--- src/hw/rtl/jddm_pkg.sv ---
// Shared constants, types and the wheel leg function of the joystick drive mixer.
package jddm_pkg;

    localparam int AXIS_W = 10;
    localparam int SPEED_W = 9;
    localparam int SUM_W = 10;
    localparam int DUTY_W = 8;
    localparam int SCALED_W = 17;
    localparam int RECIP_W = 18;
    localparam int PROD_W = SCALED_W + RECIP_W;
    localparam int RECIP_SHIFT = 26;

    localparam logic [AXIS_W-1:0] DEAD_LOW = 10'd470;
    localparam logic [AXIS_W-1:0] DEAD_HIGH = 10'd550;
    localparam logic [DUTY_W-1:0] SPEED_MAX = 8'd255;

    // Reciprocals of 470 and 473 scaled by 2**26; exact for every product below 2**17.
    localparam logic [RECIP_W-1:0] RECIP_LOW = 18'd142785;
    localparam logic [RECIP_W-1:0] RECIP_HIGH = 18'd141880;

    localparam logic FOUR_WHEEL_RESET = 1'b1;

    typedef struct packed {
        logic [DUTY_W-1:0] a;
        logic [DUTY_W-1:0] b;
    } legs_t;

    function automatic legs_t wheel_legs(input logic signed [SUM_W-1:0] speed,
                                         input logic mirrored);
        logic forward;
        logic [SUM_W-1:0] mag;
        logic [DUTY_W-1:0] mag_clamped;
        logic [DUTY_W-1:0] duty;
        legs_t legs;
        forward = (speed > 0);
        mag = forward ? speed : -speed;
        mag_clamped = (mag > {2'b00, SPEED_MAX}) ? SPEED_MAX : mag[DUTY_W-1:0];
        duty = SPEED_MAX - mag_clamped;
        if (forward != mirrored)
        begin
            legs.a = SPEED_MAX;
            legs.b = duty;
        end
        else
        begin
            legs.a = duty;
            legs.b = SPEED_MAX;
        end
        return legs;
    endfunction

endpackage

--- src/hw/rtl/jddm_axis_scale.sv ---
// Two-stage dead band and linear scaling of one joystick axis to a signed speed.
module jddm_axis_scale
    import jddm_pkg::*;
(
    input  logic                      clk,
    input  logic                      en,
    input  logic [AXIS_W-1:0]         axis,
    output logic signed [SPEED_W-1:0] speed
);

    logic [SCALED_W-1:0] scaled_reg;
    logic [SCALED_W-1:0] scaled_next;
    logic                neg_reg;
    logic                neg_next;
    logic                high_reg;
    logic                high_next;
    logic signed [SPEED_W-1:0] speed_reg;
    logic signed [SPEED_W-1:0] speed_next;
    logic [AXIS_W-1:0]   offset;
    logic [PROD_W-1:0]   prod;
    logic [DUTY_W-1:0]   quot;

    always_comb
    begin
        neg_next = (axis < DEAD_LOW);
        high_next = (axis > DEAD_HIGH);
        if (neg_next)
        begin
            offset = DEAD_LOW - axis;
        end
        else if (high_next)
        begin
            offset = axis - DEAD_HIGH;
        end
        else
        begin
            offset = '0;
        end
        scaled_next = {offset[SPEED_W-1:0], 8'd0} - {8'd0, offset[SPEED_W-1:0]};
    end

    always_comb
    begin
        prod = PROD_W'(scaled_reg) * PROD_W'(high_reg ? RECIP_HIGH : RECIP_LOW);
        quot = prod[RECIP_SHIFT+DUTY_W-1:RECIP_SHIFT];
        speed_next = neg_reg ? -$signed({1'b0, quot}) : $signed({1'b0, quot});
    end

    always_ff @(posedge clk)
    begin
        if (en)
        begin
            scaled_reg <= scaled_next;
            neg_reg <= neg_next;
            high_reg <= high_next;
            speed_reg <= speed_next;
        end
    end

    assign speed = speed_reg;

endmodule

--- src/hw/rtl/joystick_differential_drive_mixer_unit.sv ---
// Top level of the joystick differential drive mixer with its stream channels.
//
// Each input transaction carries one joystick sample: x_axis (steering) in
// s_axis_tdata[9:0] and y_axis (throttle) in s_axis_tdata[19:10]. Each output
// transaction carries the eight H-bridge leg duties, eight bits each.
// The datapath has three register stages: axis offset and scale by 255, the
// reciprocal multiply that divides by the span of each half axis, and the
// wheel mix with clamp and leg selection into the output register. One sample
// can be accepted every cycle while the pipeline is not stalled.
// All stages advance together; when the receiver holds m_axis_tready low
// with a result pending, the whole pipeline and s_axis_tready stall, so
// nothing is lost or repeated.
// The cfg channel writes four_wheel and is always ready. When it is zero the
// rear duties repeat their held values. Reset sets four_wheel to one, all held
// rear duties to 255 and empties the pipeline.
module joystick_differential_drive_mixer_unit
    import jddm_pkg::*;
(
    input  logic        clk,
    input  logic        rst_n,
    input  logic        s_axis_tvalid,
    output logic        s_axis_tready,
    // x_axis[9:0], y_axis[19:10], zero pad [23:20]
    input  logic [23:0] s_axis_tdata,
    output logic        m_axis_tvalid,
    input  logic        m_axis_tready,
    // front_left_a, front_left_b, front_right_a, front_right_b,
    // rear_left_a, rear_left_b, rear_right_a, rear_right_b, 8 bits each
    output logic [63:0] m_axis_tdata,
    input  logic        cfg_valid,
    output logic        cfg_ready,
    input  logic        cfg_data
);

    logic en;
    logic [2:0] valid_reg;
    logic [2:0] valid_next;
    logic four_wheel_reg;
    logic four_wheel_next;
    logic signed [SPEED_W-1:0] steer;
    logic signed [SPEED_W-1:0] throttle;
    logic signed [SUM_W-1:0] left_sum;
    logic signed [SUM_W-1:0] right_sum;
    legs_t left_legs;
    legs_t right_legs;
    legs_t rear_left_reg;
    legs_t rear_left_next;
    legs_t rear_right_reg;
    legs_t rear_right_next;
    logic [63:0] data_reg;
    logic [63:0] data_next;

    assign en = !valid_reg[2] || m_axis_tready;
    assign s_axis_tready = en;
    assign cfg_ready = 1'b1;

    jddm_axis_scale u_steer (
        .clk   (clk),
        .en    (en),
        .axis  (s_axis_tdata[AXIS_W-1:0]),
        .speed (steer)
    );

    jddm_axis_scale u_throttle (
        .clk   (clk),
        .en    (en),
        .axis  (s_axis_tdata[2*AXIS_W-1:AXIS_W]),
        .speed (throttle)
    );

    always_comb
    begin
        left_sum = SUM_W'(throttle) + SUM_W'(steer);
        right_sum = SUM_W'(throttle) - SUM_W'(steer);
        left_legs = wheel_legs(left_sum, 1'b0);
        right_legs = wheel_legs(right_sum, 1'b1);
        rear_left_next = rear_left_reg;
        rear_right_next = rear_right_reg;
        if (en && valid_reg[1] && four_wheel_reg)
        begin
            rear_left_next = left_legs;
            rear_right_next = right_legs;
        end
        data_next = {rear_right_next.b, rear_right_next.a,
                     rear_left_next.b, rear_left_next.a,
                     right_legs.b, right_legs.a, left_legs.b, left_legs.a};
        valid_next = en ? {valid_reg[1:0], s_axis_tvalid} : valid_reg;
        four_wheel_next = cfg_valid ? cfg_data : four_wheel_reg;
    end

    always_ff @(posedge clk or negedge rst_n)
    begin
        if (!rst_n)
        begin
            valid_reg <= '0;
            four_wheel_reg <= FOUR_WHEEL_RESET;
            rear_left_reg <= '{a: SPEED_MAX, b: SPEED_MAX};
            rear_right_reg <= '{a: SPEED_MAX, b: SPEED_MAX};
        end
        else
        begin
            valid_reg <= valid_next;
            four_wheel_reg <= four_wheel_next;
            rear_left_reg <= rear_left_next;
            rear_right_reg <= rear_right_next;
        end
    end

    always_ff @(posedge clk)
    begin
        if (en)
        begin
            data_reg <= data_next;
        end
    end

    assign m_axis_tvalid = valid_reg[2];
    assign m_axis_tdata = data_reg;

endmodule
--- config.mk ---
export PLATFORM = sky130hd
export DESIGN_NAME = joystick_differential_drive_mixer_unit
export DESIGN_NICKNAME = d
export VERILOG_FILES = /design/src/hw/rtl/jddm_pkg.sv /design/src/hw/rtl/jddm_axis_scale.sv /design/src/hw/rtl/joystick_differential_drive_mixer_unit.sv
export SDC_FILE = /design/constraint.sdc
export NUM_CORES = 1
export LEC_CHECK = 0
export CORE_MARGIN = 8
export CORE_UTILIZATION = 55
export DETAILED_ROUTE_END_ITERATION = 8
export DONT_BUFFER_PORTS = 1
export PLACE_DENSITY = 0.8
export SLEW_MARGIN = 30
export SYNTH_ARGS = -nofsm -noshare
export SYNTH_HDL_FRONTEND = slang
export SYNTH_SLANG_ARGS = --single-unit
--- constraint.sdc ---
create_clock -name clk -period 21.1 [get_ports clk]
set_input_delay 1.055 -clock clk [delete_from_list [all_inputs] [get_ports clk]]
set_output_delay 1.055 -clock clk [all_outputs]
set_load 0.005 [all_outputs]
---- Word-level counts from Yosys, hierarchy flattened ----
Index checks and enable logic that the tools add are counted.
operators by class
  multiply operators ...................... 2
  magnitude comparators ................... 8
  multiplexer cells ....................... 16
  add/sub/neg operators ................... 14
  reductions and logical operators ........ 4
operator list
  operator                                                         count
  multiplier 17 x 35 -> 34 bit                                     2
  two-way mux 16 bit                                               4
  two-way mux 9 bit                                                4
  subtractor 17 x 9 -> 17 bit                                      2
  two-way mux 8 bit                                                4
  two-way mux 11 bit                                               2
  greater-than comparator 10 x 1 -> 1 bit (second input constant)  2
  greater-than comparator 10 bit (second input constant)           2
  greater-than comparator 10 x 8 -> 1 bit (second input constant)  2
  less-than comparator 10 x 9 -> 1 bit (second input constant)     2
  two-way mux 10 bit                                               2
  negator 10 bit                                                   2
  negator 8 -> 9 bit                                               2
  subtractor 9 x 6 -> 9 bit (second input constant)                2
  subtractor 9 bit (first input constant)                          2
  subtractor 8 bit (first input constant)                          2
  adder 9 x 9 -> 10 bit                                            1
  subtractor 9 x 9 -> 10 bit                                       1
  logical AND 1 bit                                                2
  zero test 1 bit                                                  1
  logical OR 1 bit                                                 1
storage, ports and cells
  register bits after elaboration ......... 156
  output and inout port bits .............. 67
  input port bits ......................... 30
  logic and storage cells ................. 61

---- Longest topological paths before layout ----
  depth after elaboration ................. 8
  gate-level depth with buffers ........... 28

---- Hierarchy ----
From an unflattened synthesis, not the netlist that was laid out.
second synthesis, totals
  cells, all modules ...................... 2,051
  area, all modules ....................... 20,718.6 sq um
by module, submodules not included
  module                                  cells each  instances  seq. area each (sq um)  area an instance (sq um)
  jddm_axis_scale at u_steer              836         1          840.8                   7,946.4
  jddm_axis_scale at u_throttle           804         1          840.8                   7,692.4
  joystick_differential_drive_mixer_unit  411         1          2,864.0                 5,079.9

---- Worst setup path before layout ----
No wires, ideal clock.
  path type ............................... register to register
  start ................................... reg u_throttle.high_reg
  end ..................................... reg u_throttle.speed_reg[8] (netlist: u_throttle.speed[8]) (data pin)
  data required time ...................... 20.836 ns
  setup time .............................. 0.264 ns
  path buffers ............................ 2
  cell stages (with the launch flop) ...... 22
  arrival ................................. 6.369 ns
  path slack .............................. 14.467 ns
  path through ............................ edfxtp_1 -> clkbuf_1 -> clkbuf_1 -> nand2_1 -> fa_1 -> fa_1 -> inv_1 -> fa_1 -> fa_1 -> fa_1 -> inv_1 -> fa_1 -> inv_1 -> ha_1 -> nand4_1 -> or3_1 -> a311o_1 -> o211ai_1 -> a31oi_1 -> a211oi_1 -> xor2_1 -> o41a_1
between the ends
  word-level cells in the longest chain between the ends .. 3
ends and longest elaborated chain
  item                          line                   RTL
  from (decl)                   jddm_axis_scale.sv:15  logic high_reg;
  from (signal assigned)        jddm_axis_scale.sv:55  high_reg <= high_next;
  two-way mux 11 bit            jddm_axis_scale.sv:44  prod = PROD_W'(scaled_reg) * PROD_W'(high_reg ? RECIP_HIGH : RECIP_LOW);
  multiplier 17 x 35 -> 34 bit  jddm_axis_scale.sv:44
  negator 8 -> 9 bit            jddm_axis_scale.sv:46  speed_next = neg_reg ? -$signed({1'b0, quot}) : $signed({1'b0, quot});
  to (signal assigned)          jddm_axis_scale.sv:56  speed_reg <= speed_next;
  to (decl)                     jddm_axis_scale.sv:17  logic signed [SPEED_W-1:0] speed_reg;
Every way passes these cells.
A chain may end at the register's enable or synchronous reset.

---- Worst setup path after layout ----
Same ends and word-level chain as after synthesis.

==> reports/results.txt <==
Status: finished, final reports clean
Maximum fanout along the worst path: 43
Antenna violations before repair: 0
Area of the core: 0.0363 sq mm
Final setup vio count: 0
Post-route setup TNS: 0 ns
Syn Std Cell Area: 0.0201 sq mm
CP max-delay cell: fa_1
Std cell rows: 70
Via density: 5.51
First-pass GRT wire length: 69000 microns
Die W: 207 microns
DRT Pass-1 Iters: 7
Final min period: 7.14 ns
Dpl hpwl: 33400 microns
DR vias: 13.6k
Yosys cell types: 83
Top Family by Delay on Critical Path: adder cells
Deepest clock path buffer count: 2
Tcrit/Tclk final: 33.9%
# Post-CTS Setup Buffers: 0
Cell Chain, Critical Path: buf_4, nor2b_1, inv_1, fa_1, fa_1, inv_1, fa_1, fa_1, fa_1, inv_1, fa_1, inv_1, ha_1, nand4_1, or3_1, a311o_1, o211ai_1, a31oi_1, a211oi_1, xor2_1, o41a_1
Area leader, netlist: fa_1
Die Span Y: 207 microns
Max reg flops: 64
Die ar.: 0.0429 sq mm
Cts hold-fix bufs: 0
Largest net degree at the start of global routing: 68
FMAX: 140 MHz
WP data arrival: 7.31 ns
Port buffer count: 0
CTS tree: yes
Grt total ovfl: 0
Yosys top cell area share: 23.9%
Nets: 2561
Clock latency on the worst-skew pair: 0.44 ns
Vias in the first global route: 14.4k
Startpoint types: flop
Syn. warnings: 0
Placed Instances: 2433
Share of layout cells above drive strength 1: 5.11%
Final Skew: 0.0171 ns
Sink Count: 156
GR Layer Usage met2: 32.6%
Met1 Usage GRT: 24.7%
Drt initial violations: 718
Register area share after synthesis: 22.6%
Gp weighted congestion: 0.916
EDFF count, synth: 120
Mapped Cells: 2017
Mean Syn Cell Area: 9.97 sq um
DRT Wirelength: 40300 microns
Most Crowded Layer GR: met2
Min-Delay Path Class: in -> async
Post-synth ARST share: 23.1%
Crit end category: flop
WL/cell: 16.4 microns
Most used cell, CP: fa_1
Final Hold Viols: 0
Worst Tran Pin Value: 0.883 ns
DRC Markers: 0
Required time of the critical path: 21.27 ns
GRT Overall Usage: 19.1%
CP bufs+invs: 5
Fin. max-slew vios: 0
ANT nets after route: 0
Seq cells post-synth: 156
TritonCTS Buffers: 17
Slew margin rel.: 40.7%
Htree depth: 4
Fin Hold WS: 0.307 ns
Synth Flop Type: edfxtp_1
Layout area overhead: 4.84%
Main area contributors after synthesis: fa_1, ha_1, edfxtp_1
Worst Path Class, Setup: reg -> reg
RSZ-0062 raised after global routing: no
Root Buffer: clkbuf_16
Max stage delay on crit path: 0.55 ns
I/O pin cnt: 97
Resize count post-CTS: 0
N_diodes: 0
Initial core utilization: 55.3%
Met3 GRT Util: 3.73%
# fillers: 2881
Max Cap Violations: 0
Final cell count without fillers: 2466
Clock Pin Slew Worst Setup and Hold Paths: 0.07 ns
-- synth_stat cells (4+ instances only) --
cell	n
and3_1	5
o32ai_1	5
o31a_1	5
a21o_1	20
o2111ai_1	5
buf_2	4
fa_1	240
nand4_1	13
or3_1	13
a211o_1	6
edfxtp_1	120
nand2_1	140
o311ai_1	7
ha_1	306
o21ai_1	4
nor2b_1	20
nor2_1	61
inv_1	440
a22oi_1	4
xor2_1	39
or2_2	6
nor4_1	4
clkbuf_1	54
nand3_1	26
o311ai_0	7
o211ai_1	15
a21oi_1	64
a31oi_1	20
mux2_2	8
nand2b_1	49
a21boi_0	5
dfstp_2	33
a211oi_1	6
nor3_1	23
xnor2_1	61
o31ai_1	8
o21a_1	14
and2_1	16
o21ai_0	70
a221o_1	8
-- final cells by class --
cell class,count,area [sq um],area share [%]
Clock buffer,19,443,2.10
Clock inverter,13,125,0.593
Inverter,442,1660,7.87
Multi-Input combinational cell,1363,13700,64.9
Sequential cell,156,4550,21.6
Tap cell,468,586,2.78
Timing Repair Buffer,5,38.8,0.184
-- kinds of logic after synthesis --
group	Yosys count	share of synthesized area (%)
fa+ha+maj	546	42.9
other cells	2	0.0373
compound gates	306	10.4
simple gates	392	9.64
xor+xnor	100	4.36
buf+inv	505	9.51
mux	10	0.548
flops	156	22.6
-- worst paths after layout --
| path | slack [ns] | start | depth (start not counted) | to |
|---|---|---|---|---|
| hold reg to reg | 0.47 | rear_left_reg[4] | 2 | rear_left_reg[4] |
| setup / recovery | 13.96 | u_throttle.high_reg | 21 | u_throttle.speed[8] |
| max in group asynchronous | 20.60 | rst_n | 0 | rear_left_reg[9] |
| setup reg to reg | 13.96 | u_throttle.high_reg | 21 | u_throttle.speed[8] |
| hold / removal | 0.31 | rst_n | 0 | valid_reg[0] |
| min in group clk | 0.47 | rear_left_reg[4] | 2 | rear_left_reg[4] |
-- per-stage QoR --
stage	cell area, sq um	setup slack (ns)	util (%)
after global placement	20500	13.71	56.4
after global routing	21100	13.54	58.0
after detailed placement	20500	14.02	56.4
after CTS	21100	13.99	58.0
final	21100	13.96	58.0
after floorplan	20100	14.47	-
-- cell usage in the layout (no fill, tap or decap), drive strengths merged, types with 9 or more instances in the layout --
cell type | Yosys | layout
o311ai | 15 | 15
nand3 | 27 | 27
dfstp | 33 | 33
nor2 | 61 | 61
nor2b | 20 | 20
inv | 442 | 450
clkbuf | 54 | 19
a21o | 20 | 20
nand2 | 140 | 140
a31oi | 20 | 20
fa | 240 | 240
or3 | 13 | 13
a21oi | 64 | 64
o211ai | 15 | 15
nand4 | 13 | 13
xnor2 | 61 | 61
and2 | 16 | 16
xor2 | 39 | 39
ha | 306 | 306
o21a | 14 | 14
conb | 2 | 9
nand2b | 49 | 49
nor3 | 25 | 25
edfxtp | 120 | 120
o21ai | 75 | 75
-- metal layers --
metal | vias to the layer above | routed length [microns]
met3 | 57 | 2100
met4 | 0 | 697
met2 | 356 | 19400
met5 | - | 0
met1 | 6599 | 18100
li1 | 6566 | -
Power is left out: the tool's default activity adds up to more than one toggle a clock period on the data nets, which glitch-free logic cannot reach.
